### src/hw/rtl/nthrb_pkg.sv
// nthrb_pkg: field widths, constants and the sequencer state type for the
// n-th root bisection block. No dependencies.
package nthrb_pkg;

    localparam int RADICAND_W = 32;
    localparam int EXPONENT_W = 5;
    localparam int ROOT_W     = 32;
    localparam int TOL_W      = 16;

    localparam logic [TOL_W-1:0] TOL_RESET = 16'd66;

    // operand slice width of the shared multiplier
    localparam int MUL_CHUNK = 32;

    typedef enum logic [2:0] {
        S_IDLE,
        S_MID,
        S_MUL,
        S_NORM,
        S_CMP
    } t_state;

endpackage

### src/hw/rtl/nth_root_bisection.sv
// nth_root_bisection: unsigned fixed-point n-th root by bisection, one shared
// multiplier under a small sequencer. Depends on nthrb_pkg.
//
//  channel   direction  handshake                       payload
//  -------   ---------  ------------------------------  ---------------------------
//  command   in         i_start & !o_busy               i_radicand, i_exponent
//  result    out        o_valid, one-cycle strobe       o_root_value
//  config    in         i_cfg_valid & o_cfg_ready       i_cfg_data (tolerance)
//
// A zero radicand answers in the next cycle. Otherwise each bisection step runs a
// midpoint state, then for each of n multiplications (n the clipped exponent) a
// multiply state per slice and a normalise state, then a compare state; NCHUNK =
// ceil(VALUE_BITS / 32) slices of the midpoint pass through the shared multiplier, and
// a saturated power cuts its step short. A further midpoint state closes a search on
// the tolerance. Defaults: about 26 steps. Synchronous reset leaves tolerance at 66.
// The result strobe cannot be stalled; a new command is taken from the strobe cycle on.
module nth_root_bisection #(
    parameter int FRAC_BITS    = 16,
    parameter int VALUE_BITS   = 32,
    parameter int MAX_EXPONENT = 31
) (
    input  logic                               i_clk,
    input  logic                               i_rst_n,
    input  logic                               i_start,
    output logic                               o_busy,
    input  logic [nthrb_pkg::RADICAND_W-1:0]   i_radicand,
    input  logic [nthrb_pkg::EXPONENT_W-1:0]   i_exponent,
    output logic                               o_valid,
    output logic [nthrb_pkg::ROOT_W-1:0]       o_root_value,
    input  logic                               i_cfg_valid,
    output logic                               o_cfg_ready,
    input  logic [nthrb_pkg::TOL_W-1:0]        i_cfg_data
);

    localparam int VB     = VALUE_BITS;
    localparam int NCHUNK = (VB + nthrb_pkg::MUL_CHUNK - 1) / nthrb_pkg::MUL_CHUNK;
    localparam int PAD_W  = NCHUNK * nthrb_pkg::MUL_CHUNK;
    localparam int ACC_W  = VB + PAD_W;
    localparam int PART_W = VB + nthrb_pkg::MUL_CHUNK;
    localparam int CHK_W  = (NCHUNK > 1) ? $clog2(NCHUNK) : 1;
    localparam int CNT_W  = (MAX_EXPONENT > 1) ? $clog2(MAX_EXPONENT + 1) : 1;
    localparam int SHF_W  = $clog2(PAD_W + 1);

    localparam logic [VB-1:0]    FIX_ONE  = VB'(1) << FRAC_BITS;
    localparam logic [CHK_W-1:0] CHK_LAST = CHK_W'(NCHUNK - 1);
    localparam logic [CNT_W-1:0] CNT_MAX  = CNT_W'(MAX_EXPONENT);

    nthrb_pkg::t_state r_state, n_state;

    logic [nthrb_pkg::TOL_W-1:0]  r_tol;
    logic [VB-1:0]                r_x, n_x;
    logic [VB-1:0]                r_lo, n_lo;
    logic [VB-1:0]                r_hi, n_hi;
    logic [VB-1:0]                r_mid, n_mid;
    logic [VB-1:0]                r_p, n_p;
    logic                         r_sat, n_sat;
    logic [ACC_W-1:0]             r_acc, n_acc;
    logic [CNT_W-1:0]             r_n, n_n;
    logic [CNT_W-1:0]             r_cnt, n_cnt;
    logic [CHK_W-1:0]             r_chk, n_chk;
    logic                         r_valid, n_valid;
    logic [nthrb_pkg::ROOT_W-1:0] r_root, n_root;

    logic [VB-1:0]                     x_in;
    logic [VB:0]                       lo_hi_sum;
    logic [VB-1:0]                     half_span;
    logic [VB-1:0]                     tol_ext;
    logic                              keep_going;
    logic [PAD_W-1:0]                  mid_pad;
    logic [nthrb_pkg::MUL_CHUNK-1:0]   mid_slice;
    logic [PART_W-1:0]                 partial;
    logic [SHF_W-1:0]                  part_shift;
    logic [ACC_W-1:0]                  part_ext;
    logic                              pow_ovf;

    // datapath helpers
    always_comb begin
        x_in       = VB'(i_radicand);
        lo_hi_sum  = {1'b0, r_lo} + {1'b0, r_hi};
        half_span  = (r_hi - r_lo) >> 1;
        tol_ext    = (r_tol == '0) ? VB'(1) : VB'(r_tol);
        keep_going = (half_span >= tol_ext);
        mid_pad    = PAD_W'(r_mid);
        mid_slice  = mid_pad[r_chk * nthrb_pkg::MUL_CHUNK +: nthrb_pkg::MUL_CHUNK];
        partial    = PART_W'(r_p) * PART_W'(mid_slice);
        part_shift = SHF_W'(r_chk) << $clog2(nthrb_pkg::MUL_CHUNK);
        part_ext   = ACC_W'(partial) << part_shift;
        // anything above VALUE_BITS after the fraction shift is an overflow
        pow_ovf    = |r_acc[ACC_W-1:FRAC_BITS+VB];
    end

    // next state and next datapath values
    always_comb begin
        n_state = r_state;
        n_x     = r_x;
        n_lo    = r_lo;
        n_hi    = r_hi;
        n_mid   = r_mid;
        n_p     = r_p;
        n_sat   = r_sat;
        n_acc   = r_acc;
        n_n     = r_n;
        n_cnt   = r_cnt;
        n_chk   = r_chk;
        n_valid = 1'b0;
        n_root  = r_root;

        case (r_state)
            nthrb_pkg::S_IDLE: begin
                if (i_start) begin
                    n_x  = x_in;
                    n_lo = '0;
                    n_hi = (x_in > FIX_ONE) ? x_in : FIX_ONE;
                    if (32'(i_exponent) > MAX_EXPONENT) begin
                        n_n = CNT_MAX;
                    end else begin
                        n_n = CNT_W'(i_exponent);
                    end
                    if (x_in == '0) begin
                        n_valid = 1'b1;
                        n_root  = '0;
                    end else begin
                        n_state = nthrb_pkg::S_MID;
                    end
                end
            end
            nthrb_pkg::S_MID: begin
                n_mid = lo_hi_sum[VB:1];
                if (keep_going) begin
                    n_p   = FIX_ONE;
                    n_sat = 1'b0;
                    n_cnt = r_n;
                    n_chk = '0;
                    n_state = (r_n == '0) ? nthrb_pkg::S_CMP : nthrb_pkg::S_MUL;
                end else begin
                    n_valid = 1'b1;
                    n_root  = nthrb_pkg::ROOT_W'(lo_hi_sum[VB:1]);
                    n_state = nthrb_pkg::S_IDLE;
                end
            end
            nthrb_pkg::S_MUL: begin
                n_acc = ((r_chk == '0) ? '0 : r_acc) + part_ext;
                if (r_chk == CHK_LAST) begin
                    n_state = nthrb_pkg::S_NORM;
                end else begin
                    n_chk = r_chk + CHK_W'(1);
                end
            end
            nthrb_pkg::S_NORM: begin
                if (pow_ovf) begin
                    n_sat   = 1'b1;
                    n_state = nthrb_pkg::S_CMP;
                end else begin
                    n_p   = r_acc[FRAC_BITS +: VB];
                    n_cnt = r_cnt - CNT_W'(1);
                    n_chk = '0;
                    n_state = (r_cnt == CNT_W'(1)) ? nthrb_pkg::S_CMP : nthrb_pkg::S_MUL;
                end
            end
            nthrb_pkg::S_CMP: begin
                if (r_sat || (r_p > r_x)) begin
                    n_hi    = r_mid;
                    n_state = nthrb_pkg::S_MID;
                end else if (r_p < r_x) begin
                    n_lo    = r_mid;
                    n_state = nthrb_pkg::S_MID;
                end else begin
                    // exact match ends the search
                    n_valid = 1'b1;
                    n_root  = nthrb_pkg::ROOT_W'(r_mid);
                    n_state = nthrb_pkg::S_IDLE;
                end
            end
            default: begin
                n_state = nthrb_pkg::S_IDLE;
            end
        endcase
    end

    // port outputs
    always_comb begin
        o_busy       = (r_state != nthrb_pkg::S_IDLE);
        o_cfg_ready  = (r_state == nthrb_pkg::S_IDLE);
        o_valid      = r_valid;
        o_root_value = r_root;
    end

    always_ff @(posedge i_clk) begin
        if (!i_rst_n) begin
            r_state <= nthrb_pkg::S_IDLE;
            r_valid <= 1'b0;
            r_tol   <= nthrb_pkg::TOL_RESET;
        end else begin
            r_state <= n_state;
            r_valid <= n_valid;
            if (i_cfg_valid && o_cfg_ready) begin
                r_tol <= i_cfg_data;
            end
        end
    end

    always_ff @(posedge i_clk) begin
        r_x    <= n_x;
        r_lo   <= n_lo;
        r_hi   <= n_hi;
        r_mid  <= n_mid;
        r_p    <= n_p;
        r_sat  <= n_sat;
        r_acc  <= n_acc;
        r_n    <= n_n;
        r_cnt  <= n_cnt;
        r_chk  <= n_chk;
        r_root <= n_root;
    end

endmodule

### config.mk
export PLATFORM = sky130hd
export DESIGN_NAME = nth_root_bisection
export DESIGN_NICKNAME = d
export VERILOG_FILES = /design/src/hw/rtl/nthrb_pkg.sv /design/src/hw/rtl/nth_root_bisection.sv
export SDC_FILE = /design/constraint.sdc
export NUM_CORES = 2
export LEC_CHECK = 0
export ABC_AREA = 1
export ABC_CLOCK_PERIOD_IN_PS = 12000
export BUFFER_PORTS_ARGS = -buffer_cell sky130_fd_sc_hd__buf_4
export CORE_UTILIZATION = 40
export CTS_BUF_LIST = sky130_fd_sc_hd__clkbuf_4 sky130_fd_sc_hd__clkbuf_8 sky130_fd_sc_hd__clkbuf_16
export CTS_CLUSTER_DIAMETER = 50
export DETAILED_ROUTE_END_ITERATION = 16
export GPL_ROUTABILITY_DRIVEN = 0
export SLEW_MARGIN = 25
export SYNTH_ARGS = -nofsm -noshare
export SYNTH_HDL_FRONTEND = slang
export SYNTH_SLANG_ARGS = --single-unit
export TNS_END_PERCENT = 1
### constraint.sdc
create_clock -name i_clk -period 12 [get_ports i_clk]
set_input_delay 0 -clock i_clk [delete_from_list [all_inputs] [get_ports i_clk]]
set_output_delay 0 -clock i_clk [all_outputs]
set_load 0.02 [all_outputs]
==> results.json <==
{
  "cp-endpoint": "r_acc[62]$_DFFE_PP_",
  "tightest_slew_ns": 1.080,
  "detailed_place_hpwl_microns": 113000,
  "crit_start": "mid_pad[17]$_DFFE_PP_",
  "finalHoldViolations": 0,
  "nets": 7614,
  "cp_common_cell": "fa_1",
  "overflow": 0,
  "syn_area_sq_um": 50090,
  "fmax_mhz": 126.2,
  "drv_slew": 0,
  "clk_latency_ns": 0.61,
  "clock-sinks": 271,
  "grt_max_degree": 88,
  "fin_setup_tns_ns": 0,
  "area_growth_pct": 8.875,
  "synthCells": 6267,
  "fill_cells": 12380,
  "antenna_found_initial": 0,
  "ff_latch_area_sq_um": 7938,
  "die_h_microns": 355.9,
  "syn_avg_cell_area_sq_um": 7.993,
  "reg2reg_slack_ns": 4.08,
  "multi_input_area_sq_um": 33960,
  "synth_edf_count": 251,
  "path_clk_slew_ns": 0.05,
  "drt_pass1_iterations": 12,
  "async_flop_share": 0,
  "syn_nets": 7592,
  "layout_common_cells": "1907 x inv_1, 1542 x nand2_1, 897 x fa_1, 371 x ha_1, 279 x nor2_1",
  "yosysSeqAreaShare": 0.1585,
  "critPathSlowestCell": "edfxtp_1",
  "end_kind": "flip-flop",
  "grt_usage": 0.2379,
  "timing.rr.end": "r_acc[62]$_DFFE_PP_",
  "via_per_inst": 4.931,
  "crit_path_max_fanout": 20,
  "die_area_sq_um": 126600,
  "hp-class": "in2reg",
  "fp.dieW_microns": 355.9,
  "r2r_start": "mid_pad[17]$_DFFE_PP_",
  "crit_path_start_kind": "flip-flop",
  "post-route-min-period_ns": 7.922,
  "ys_seq_elements": 271,
  "clock_path_buffers": 3,
  "totalWireLength_microns": 145900,
  "fin_crit_sh": 0.6602,
  "final_util": 0.4399,
  "critPathMaxStageDelay_ns": 0.84,
  "synth_cell_types": 57,
  "wire_per_inst_microns": 18.33,
  "via_count": 39240,
  "crit_cells": 25,
  "num_rows": 129,
  "cp_top_family": "adder cells",
  "drc_errors": 6,
  "fin_area_sq_um": 54530,
  "io_buffers": 91,
  "ys.flop_type": "edfxtp_1",
  "grt_pass1_vias": 41080,
  "cts_tree": "yes",
  "detail-route-antenna-nets": 0,
  "max_slew_margin": 0.2797,
  "final-setup-viol-count": 0,
  "max_cap_violations": 0,
  "initial_core_util": 0.4041,
  "criticalPathCategory": "reg2reg",
  "drt_iter0_drc": 3231,
  "ys_warn_count": 0,
  "placed_area_sq_um": 52400,
  "cts_root_buffer": "clkbuf_16",
  "design.core.area_sq_um": 124000,
  "drive_gt1_frac": 0.04935,
  "worst_ep_required_time_ns": 12.35,
  "violations": "DRC",
  "ff2ff_path_depth": 25,
  "rsz0062_at_grt": "false",
  "cts_buffers": 44,
  "final_common_cell": "inv_1",
  "path_buf_inv": 5,
  "final.setup_skew_ns": 0.02946,
  "status": "finished with violations",
  "grt_pass1_wl_microns": 233100,
  "h-tree-depth": 2,
  "io_pins": 92,
  "cts_resized": 0,
  "cp.arrival_ns": 8.27,
  "antenna_cells": 0
}
==> sequential cells by signal, indices dropped and copies added, names as in the netlist, 16 cells and up <==
name and cells:
r_p 32, r_lo 32, r_acc 48, mid_pad 32, r_tol 16, r_x 32
r_hi 32, o_root_value 32
==> worst min-delay path by stage <==
stage,from,end,slack (ns),cells past startpoint
finish,i_exponent[4],r_n[4]$_DFFE_PP_,0.13,2
global route,i_exponent[4],r_n[4]$_DFFE_PP_,0.11,2
CTS,i_exponent[4],r_n[4]$_DFFE_PP_,0.09,2
detailed placement,i_exponent[0],r_n[0]$_DFFE_PP_,0.18,1
global placement,i_exponent[0],r_n[0]$_DFFE_PP_,0.19,1
floorplan,i_exponent[0],r_n[0]$_DFFE_PP_,0.1,0
==> cell usage after synthesis, types with 15 or more instances <==
| cell | count | area (sq um) |
|---|---|---|
| clkbuf_1 | 238 | 893.4 |
| o21a_1 | 15 | 112.6 |
| inv_1 | 1907 | 7158 |
| xnor2_1 | 16 | 140.1 |
| ha_1 | 371 | 4642 |
| dfxtp_1 | 20 | 400.4 |
| nor4_1 | 18 | 112.6 |
| nand4_1 | 25 | 156.4 |
| o21ai_0 | 129 | 645.6 |
| nand3_1 | 76 | 380.4 |
| o22ai_1 | 16 | 100.1 |
| nor2_1 | 282 | 1059 |
| nor3_1 | 22 | 110.1 |
| fa_1 | 897 | 17960 |
| nand2_1 | 1543 | 5792 |
| a21oi_1 | 181 | 905.9 |
| a31oi_1 | 23 | 143.9 |
| xor2_1 | 81 | 709.4 |
| nor2_2 | 16 | 100.1 |
| edfxtp_1 | 251 | 7537 |
==> layout make-up <==
type                            instances  share of cell area
Multi-Input combinational cell       3815              0.6227
Clock inverter                         29            0.004772
Sequential cell                       271              0.1456
Timing Repair Buffer                  238             0.03602
Clock buffer                           50             0.02134
Tap cell                             1637             0.03756
Inverter                             1919              0.1321
==> cells by family after synthesis <==
kind of cell,count (synthesis),share of synthesized area
XOR/XNOR,98,0.01729
buffers and inverters,2181,0.1646
flip-flops,271,0.1585
AO/OA/AOI/OAI,432,0.04936
AND/OR/NAND/NOR,2017,0.1591
adder cells (fa/ha/maj),1268,0.4512
==> stage by stage <==
stage,setup slack (ns),std cells,hold WS (ns)
3_3_place_gp,4.039,7809,0.1885
5_1_grt,3.738,7959,0.1090
4_1_cts,4.088,7959,0.09433
6_report,4.078,7959,0.1295
2_1_floorplan,5.305,6267,0.09887
3_5_place_dp,4.119,7809,0.1816
==> layer usage <==
layer / routed length, microns / vias up / track usage
met1: 63300 / 19580 / 0.3290
li1: - / 18070 / -
met5: 0 / - / 0
met4: 4590 / 0 / 0.07176
met2: 68170 / 1376 / 0.3916
met3: 9831 / 217 / 0.02673
==> repair_timing <==
action | CTS | global route
hold buffers | 71 | 0
hold endpoints to repair | 89 | 0
setup buffers | 0 | 0
Power is left out: the tool's default activity adds up to more than one toggle a clock period on the data nets, which glitch-free logic cannot reach.
